===== src/design/eiph_pkg.sv =====
// Package for the Ethernet/VLAN/IPv4/TCP header parser.
// Shared types and constants; no dependencies.
`timescale 1ns / 1ps
package eiph_pkg;
  localparam int unsigned MaxLen = 16384;
  localparam int CntW = 17;
  localparam logic [15:0] EtypeVlan = 16'h8100;
  localparam logic [15:0] EtypeIpv4 = 16'h0800;
  localparam logic [7:0] ProtoTcp = 8'd6;
  localparam logic [3:0] NibbleMask = 4'hF;

  typedef enum logic [2:0] {
    ST_OK = 3'd0,
    ST_SHORT_ETH = 3'd1,
    ST_NOT_IPV4 = 3'd2,
    ST_NOT_TCP = 3'd3,
    ST_TCP_SHORT = 3'd4,
    ST_TOO_LONG = 3'd5
  } status_e;

  typedef struct packed {
    logic [2:0] status;
    logic [31:0] src_addr;
    logic [31:0] dst_addr;
    logic [15:0] sport;
    logic [15:0] dport;
    logic [14:0] poff;
    logic [14:0] plen;
  } result_t;
endpackage


===== src/design/eth_ipv4_tcp_header_parser.sv =====
// Top level of the Ethernet/VLAN/IPv4/TCP header parser.
// Depends on eiph_pkg, eiph_front and eiph_back.
//
// Input channel: one frame byte per beat (data_byte_i, last_byte_i) under
// in_valid_i/in_ready_o. Output channel: one result per frame under
// out_valid_o/out_ready_i, carrying status, addresses, ports and payload
// offset/length.
// Throughput: one byte per cycle while in_ready_o is high. The front parser
// updates its state every accepted beat; a frame's result is registered in
// the front result register at the last beat, then written into a 4-entry
// queue, from which the output channel takes it.
// When the receiver stalls, results collect in the queue; in_ready_o drops
// only when the queue holds three or more results, so bytes keep streaming
// through short stalls.
// Reset clears the parser to the Ethernet phase and empties the queue.
// A frame longer than 16384 bytes reports status 5 regardless of content.
`timescale 1ns / 1ps
module eth_ipv4_tcp_header_parser (
  input  logic clk_i,
  input  logic rst_ni,
  input  logic in_valid_i,
  output logic in_ready_o,
  input  logic [7:0] data_byte_i,
  input  logic last_byte_i,
  output logic out_valid_o,
  input  logic out_ready_i,
  output logic [2:0] status_o,
  output logic [31:0] source_address_o,
  output logic [31:0] dest_address_o,
  output logic [15:0] source_port_o,
  output logic [15:0] dest_port_o,
  output logic [14:0] payload_offset_o,
  output logic [14:0] payload_length_o
);
  import eiph_pkg::*;
  logic res_valid, afull;
  result_t res, q;

  assign in_ready_o = !afull;

  eiph_front u_front (
    .clk_i, .rst_ni, .in_valid_i(in_valid_i && in_ready_o),
    .data_byte_i, .last_byte_i, .res_valid_o(res_valid), .res_o(res)
  );

  eiph_back u_back (
    .clk_i, .rst_ni, .wr_i(res_valid), .wdata_i(res), .almost_full_o(afull),
    .out_valid_o, .out_ready_i, .rdata_o(q)
  );

  assign status_o = q.status;
  assign source_address_o = q.src_addr;
  assign dest_address_o = q.dst_addr;
  assign source_port_o = q.sport;
  assign dest_port_o = q.dport;
  assign payload_offset_o = q.poff;
  assign payload_length_o = q.plen;
endmodule


===== src/design/eiph_front.sv =====
// Front end: per-byte header parse state machine, one beat per cycle.
// Depends on eiph_pkg. Emits one result on the last beat of a frame.
`timescale 1ns / 1ps
module eiph_front (
  input  logic clk_i,
  input  logic rst_ni,
  input  logic in_valid_i,
  input  logic [7:0] data_byte_i,
  input  logic last_byte_i,
  output logic res_valid_o,
  output eiph_pkg::result_t res_o
);
  import eiph_pkg::*;

  typedef enum logic [6:0] {
    PH_ETH = 7'b0000001,
    PH_VLAN = 7'b0000010,
    PH_IP = 7'b0000100,
    PH_IPOPT = 7'b0001000,
    PH_TCP = 7'b0010000,
    PH_PAYLOAD = 7'b0100000,
    PH_DONE = 7'b1000000
  } phase_e;

  phase_e phase_q, phase_d;
  logic [CntW-1:0] cnt_q, cnt_d;
  logic [15:0] etype_q, etype_d;
  logic [CntW-1:0] l3_q, l3_d, l4_q, l4_d;
  logic [5:0] ihl_q, ihl_d, thl_q, thl_d;
  logic [7:0] proto_q, proto_d;
  logic [31:0] sa_q, sa_d, da_q, da_d;
  logic [15:0] sp_q, sp_d, dp_q, dp_d;
  logic [2:0] fail_q, fail_d;
  logic [CntW-1:0] o3, o4, poff;
  logic [15:0] etype_full;
  logic [2:0] status;
  result_t res_d;

  assign o3 = cnt_q - l3_q;
  assign o4 = cnt_q - l4_q;
  assign etype_full = {etype_q[15:8], data_byte_i};
  assign poff = l4_q + CntW'(thl_q);

  always_comb begin
    phase_d = phase_q; etype_d = etype_q; l3_d = l3_q; l4_d = l4_q;
    ihl_d = ihl_q; thl_d = thl_q; proto_d = proto_q; sa_d = sa_q; da_d = da_q;
    sp_d = sp_q; dp_d = dp_q; fail_d = fail_q; cnt_d = cnt_q;
    if (cnt_q < CntW'(MaxLen)) begin
      case (phase_q)
        PH_ETH, PH_VLAN: begin
          if ((phase_q == PH_ETH && cnt_q == CntW'(12)) ||
              (phase_q == PH_VLAN && o3 == CntW'(2)))
            etype_d = {data_byte_i, 8'h00};
          if ((phase_q == PH_ETH && cnt_q == CntW'(13)) ||
              (phase_q == PH_VLAN && o3 == CntW'(3))) begin
            etype_d = etype_full;
            l3_d = (phase_q == PH_ETH) ? CntW'(14) : l3_q + CntW'(4);
            if (etype_full == EtypeVlan) phase_d = PH_VLAN;
            else if (etype_full == EtypeIpv4) phase_d = PH_IP;
            else begin fail_d = ST_NOT_IPV4; phase_d = PH_DONE; end
          end
        end
        PH_IP: begin
          if (o3 == '0) ihl_d = {data_byte_i[3:0] & NibbleMask, 2'b00};
          if (o3 == CntW'(9)) proto_d = data_byte_i;
          if (o3 >= CntW'(12) && o3 <= CntW'(15)) sa_d = {sa_q[23:0], data_byte_i};
          if (o3 >= CntW'(16) && o3 <= CntW'(19)) da_d = {da_q[23:0], data_byte_i};
          if (o3 == CntW'(19)) begin
            if (ihl_q < 6'd20 || proto_q != ProtoTcp) begin
              fail_d = ST_NOT_TCP; phase_d = PH_DONE;
            end else begin
              l4_d = l3_q + CntW'(ihl_q);
              phase_d = (ihl_q == 6'd20) ? PH_TCP : PH_IPOPT;
            end
          end
        end
        PH_IPOPT: if (cnt_q + CntW'(1) == l4_q) phase_d = PH_TCP;
        PH_TCP: begin
          if (o4 <= CntW'(1)) sp_d = {sp_q[7:0], data_byte_i};
          if (o4 == CntW'(2) || o4 == CntW'(3)) dp_d = {dp_q[7:0], data_byte_i};
          if (o4 == CntW'(12)) thl_d = {data_byte_i[7:4], 2'b00};
          if (o4 >= CntW'(19) && o4 + CntW'(1) >= CntW'(thl_q)) phase_d = PH_PAYLOAD;
        end
        default: ;
      endcase
    end
    if (cnt_q <= CntW'(MaxLen)) cnt_d = cnt_q + CntW'(1);

    if (cnt_d > CntW'(MaxLen)) status = ST_TOO_LONG;
    else begin
      case (phase_d)
        PH_ETH: status = ST_SHORT_ETH;
        PH_VLAN, PH_IP: status = ST_NOT_IPV4;
        PH_IPOPT: status = ST_NOT_TCP;
        PH_TCP: status = ST_TCP_SHORT;
        PH_PAYLOAD: status = ST_OK;
        default: status = fail_d;
      endcase
    end
    res_d = '0;
    res_d.status = status;
    if (status == ST_OK) begin
      res_d.src_addr = sa_d; res_d.dst_addr = da_d;
      res_d.sport = sp_d; res_d.dport = dp_d;
      res_d.poff = poff[14:0];
      res_d.plen = 15'(cnt_d - poff);
    end
  end

  always_ff @(posedge clk_i or negedge rst_ni) begin
    if (!rst_ni) begin
      phase_q <= PH_ETH; cnt_q <= '0; etype_q <= '0; l3_q <= CntW'(14); l4_q <= '0;
      ihl_q <= '0; thl_q <= '0; proto_q <= '0; sa_q <= '0; da_q <= '0;
      sp_q <= '0; dp_q <= '0; fail_q <= '0; res_valid_o <= 1'b0;
    end else begin
      res_valid_o <= in_valid_i && last_byte_i;
      if (in_valid_i) begin
        if (last_byte_i) begin
          phase_q <= PH_ETH; cnt_q <= '0; etype_q <= '0; l3_q <= CntW'(14);
          l4_q <= '0; ihl_q <= '0; thl_q <= '0; proto_q <= '0; sa_q <= '0;
          da_q <= '0; sp_q <= '0; dp_q <= '0; fail_q <= '0;
        end else begin
          phase_q <= phase_d; cnt_q <= cnt_d; etype_q <= etype_d; l3_q <= l3_d;
          l4_q <= l4_d; ihl_q <= ihl_d; thl_q <= thl_d; proto_q <= proto_d;
          sa_q <= sa_d; da_q <= da_d; sp_q <= sp_d; dp_q <= dp_d; fail_q <= fail_d;
        end
      end
    end
  end

  always_ff @(posedge clk_i) begin
    if (in_valid_i && last_byte_i) res_o <= res_d;
  end
endmodule


===== src/design/eiph_back.sv =====
// Back end: 4-entry result queue feeding the output channel.
// Depends on eiph_pkg.
`timescale 1ns / 1ps
module eiph_back (
  input  logic clk_i,
  input  logic rst_ni,
  input  logic wr_i,
  input  eiph_pkg::result_t wdata_i,
  output logic almost_full_o,
  output logic out_valid_o,
  input  logic out_ready_i,
  output eiph_pkg::result_t rdata_o
);
  import eiph_pkg::*;
  result_t mem_q [4];
  logic [1:0] wp_q, rp_q;
  logic [2:0] cnt_q;
  logic rd;

  assign out_valid_o = cnt_q != 3'd0;
  assign rd = out_valid_o && out_ready_i;
  assign rdata_o = mem_q[rp_q];
  // one result may still be in flight from the front register
  assign almost_full_o = cnt_q >= 3'd3;

  always_ff @(posedge clk_i or negedge rst_ni) begin
    if (!rst_ni) begin
      wp_q <= '0; rp_q <= '0; cnt_q <= '0;
    end else begin
      if (wr_i) wp_q <= wp_q + 2'd1;
      if (rd) rp_q <= rp_q + 2'd1;
      cnt_q <= cnt_q + {2'b00, wr_i} - {2'b00, rd};
    end
  end

  always_ff @(posedge clk_i) begin
    if (wr_i) mem_q[wp_q] <= wdata_i;
  end
endmodule


===== config.mk =====
export PLATFORM = sky130hd
export DESIGN_NAME = eth_ipv4_tcp_header_parser
export DESIGN_NICKNAME = d
export VERILOG_FILES = /design/src/design/eiph_pkg.sv /design/src/design/eth_ipv4_tcp_header_parser.sv /design/src/design/eiph_front.sv /design/src/design/eiph_back.sv
export SDC_FILE = /design/constraint.sdc
export NUM_CORES = 1
export LEC_CHECK = 0
export BUFFER_PORTS_ARGS = -buffer_cell sky130_fd_sc_hd__buf_2
export CAP_MARGIN = 10
export CORE_MARGIN = 8
export CORE_UTILIZATION = 55
export CTS_CLUSTER_DIAMETER = 200
export DETAILED_ROUTE_END_ITERATION = 8
export PLACE_DENSITY_LB_ADDON = 0.08
export SETUP_SLACK_MARGIN = 0.15
export SYNTH_ARGS = -nofsm -noshare
export SYNTH_HDL_FRONTEND = slang
export SYNTH_SLANG_ARGS = --single-unit

===== constraint.sdc =====
create_clock -name clk_i -period 4.8 [get_ports clk_i]
set_input_delay 0.72 -clock clk_i [delete_from_list [all_inputs] [get_ports clk_i]]
set_output_delay 0.72 -clock clk_i [all_outputs]
set_load 0.005 [all_outputs]

==> impl_metrics.py <==
metrics = {
    "run_status": {
        "status": "finished, violations left",
        "violations": "setup timing",
    },
    "detailed_routing": {
        "wl_met3_mm": 4.250,
        "post_drt_via_cell_ratio": 5.978,
        "route.antenna.remaining_nets": 0,
        "route.met2.wl_mm": 43.86,
        "drt-total-wl_mm": 90.56,
        "routedWlPerCell_um": 23.13,
        "drt-met1-wl_mm": 40.60,
        "drc": 0,
        "top_layer": "met4",
        "vias": 23404,
        "first_iter_violations": 1995,
        "firstDrtPassIters": 6,
    },
    "die": {
        "core-area_mm2": 0.06704,
        "rows": 95,
        "die_width_um": 276.0,
        "die_area_mm2": 0.07620,
        "start_util_pct": 55.48,
        "fp.dieH_um": 276.0,
        "io_pins": 144,
    },
    "sta": {
        "worstMarginPinSlew_ns": 1.021,
        "clock_skew_ns": 0.03551,
        "rsz0062_at_grt": "true",
        "fin_ws_ns": -0.2728,
        "clock.fmax_mhz": 197.1,
        "period_needed_ns": 5.073,
        "whs_ns": 0.1073,
        "slew_viol_final": 0,
        "setup_viol": 126,
        "final_hold_viol_count": 0,
        "maxSlewHeadroom_pct": 31.95,
        "fin_crit_sh_pct": 105.7,
    },
    "global_route": {
        "overflow": 0,
        "grt_pass1_wl_mm": 140.3,
        "grt_usage_pct": 23.19,
        "grt_start_max_net_pins": 98,
        "grt_pass1_vias": 23569,
        "grt_antenna_before_repair": 2,
    },
    "synthesis": {
        "ys_warn_count": 0,
        "avgSynthCellArea_um2": 13.76,
        "syn_area_mm2": 0.03719,
        "synthesis.nets": 2790,
        "synthCells": 2703,
        "async_flop_share_pct": 22.57,
        "synth_edf_count": 645,
        "synthFlopType": "edfxtp_1",
        "ys_seq_elements": 833,
        "ys_types": 94,
        "ys_seq_area_share_pct": 64.74,
    },
    "clock_tree": {
        "insertion_delay_ns": 0.65,
        "clock_path_buffers": 3,
        "root_buffer": "clkbuf_16",
        "cts.htree.levels": 3,
        "cts.sinks": 833,
        "cts_tree": "done",
        "cts_buffers": 85,
        "path_clk_slew_ns": 0.06,
    },
    "worst_setup_path": {
        "endpoint_kind": "register",
        "cp_max_fo": 15,
        "crit_type": "register to register",
        "worstPathArrival_ns": 5.57,
        "worstPathRequired_ns": 5.30,
        "critPathLaunchType": "register",
    },
    "pwr": {
        "power_uw": 23620,
        "vdd_ir_drop_max_mv": 0.5278,
        "power.density_mw_per_mm2": 544.1,
        "leakage_uw": 0.01543,
    },
    "place": {
        "pre_cts_ws_ns": -0.1317,
        "dp_hpwl_mm": 58.22,
        "gp_congestion": 0.8927,
        "io_buffer_count": 143,
        "dp.cells": 3736,
    },
    "finish": {
        "drive_gt1_share_pct": 24.00,
        "final_core_util_pct": 64.75,
        "stdcell_count": 3915,
        "final_cell_mix": "edfxtp_1, nand2_1, dfrtp_1",
        "final_common_cell": "edfxtp_1",
        "insertedDiodeCount": 0,
        "finalNetCount": 3058,
        "area_delta_synth_final_pct": 16.70,
    },
    "worst_hold_path": {
        "hp-class": "input pin to async pin",
    },
    "job": {
        "cap_violations": 0,
    },
}
[critical path, cell delays in order, from the launching register on]
cell and delay, ns:
dfstp_2 0.53, inv_2 0.04, fa_2 0.33, a211o_1 0.33, a2111o_1 0.45, and4b_1 0.22, a311oi_2 0.24, o21ai_2 0.13
nor4b_4 0.26, buf_4 0.19, a31oi_4 0.10, or2_4 0.29, o31a_1 0.29, a21oi_2 0.22, a31oi_2 0.15, or4_4 0.69
buf_6 0.19, buf_16 0.16, nor2_1 0.12
[metrics by stage]
step                      instance area, µm²  TNS, ns
after floorplan                        37290        0
after global placement                 39950  -0.6747
after detailed placement               39950   -5.488
after CTS                              42980        0
after global routing                   43410   -42.31
final                                  43410   -28.30
[power by group]
part           switching, µW  total, µW  internal [µW]  leakage, µW
Clock                   2800       6590           3780      0.00136
Combinational           4320       7860           3540      0.00590
Sequential               491       9170           8680      0.00817
Total                   7620      23600          16000       0.0154
[state kept, by name, summed over array words and instances, names as in the netlist, 7 cells and up]
| name | count |
|---|---|
| u_back.mem_q | 516 |
| u_front.cnt_q | 17 |
| u_front.da_q | 32 |
| u_front.dp_q | 16 |
| u_front.etype_q | 8 |
| u_front.l3_q | 16 |
| u_front.l4_q | 17 |
| u_front.phase_q | 7 |
| u_front.proto_q | 8 |
| u_front.res_o | 129 |
| u_front.sa_q | 32 |
| u_front.sp_q | 16 |
[layer usage]
metal / track usage, % / vias up
li1: - / 10718
met1: 33.14 / 11881
met2: 38.00 / 677
met3: 3.142 / 128
met4: 5.309 / 0
met5: 0 / -
[kinds of logic (layout without fill, tap and decap cells)]
| logic type | after synthesis | count (layout) | synth area share (%) |
|---|---|---|---|
| flops | 833 | 833 | 64.74 |
| simple gates | 755 | 755 | 9.722 |
| compound gates | 557 | 557 | 9.345 |
| buf+inv | 218 | 557 | 2.405 |
| mux | 161 | 161 | 8.699 |
| xor+xnor | 104 | 104 | 2.469 |
| fa+ha+maj | 74 | 74 | 2.611 |
| other cells | 1 | 1 | 0.01008 |
[synth_stat cells (all sizes together) (21+ instances only)]
| cell | number | area, µm² |
|---|---|---|
| dfrtp | 184 | 4604 |
| nand3 | 44 | 220.2 |
| clkbuf | 109 | 410.4 |
| a21boi | 67 | 503.0 |
| o21ai | 182 | 910.9 |
| a22oi | 32 | 240.2 |
| a21oi | 140 | 704.4 |
| nor2 | 141 | 639.4 |
| xor2 | 26 | 227.7 |
| xnor2 | 78 | 690.7 |
| a21o | 21 | 157.7 |
| edfxtp | 645 | 19370 |
| mux4 | 129 | 2905 |
| nand2 | 359 | 1348 |
| inv | 68 | 255.2 |
| ha | 68 | 850.8 |
| nor3 | 42 | 220.2 |
| buf | 41 | 229.0 |
| nand2b | 22 | 137.6 |
| mux2i | 24 | 240.2 |
[final cells by class]
cell class	count	area (µm²)
multi-input cells	1652	12660
well taps	873	1092
inverters	68	261.5
repair buffers	331	2495
clock buffers	118	2382
fillers	4995	23630
clock inverters	40	431.7
flip-flops and latches	833	24090
[final timing paths]
kind	from	to	slack, ns	cells after the start
worst max register to register	u_front.l3_q[1]	u_front.res_o[33]	-0.27	18
worst min register to register	u_front.sa_q[25]	u_front.sa_q[25]	0.48	2
worst max-delay path	u_front.l3_q[1]	u_front.res_o[33]	-0.27	18
max in group asynchronous	rst_ni	u_front.cnt_q[5]	3.49	2
min in group clk_i	out_ready_i	u_back.rp_q[0]	0.46	3
worst min-delay path	rst_ni	u_front.da_q[28]	0.11	1
[timing repair]
item / in CTS / in global routing
gates cloned: 3 / 3
resized for setup: 29 / 69
setup endpoints to repair: 126 / 140
hold buffers: 0 / 0
endpoints found under the hold margin: 0 / 0
pin swaps: 4 / 17
buffers inserted: 4 / 11
(Power assumes the default switching activity.)
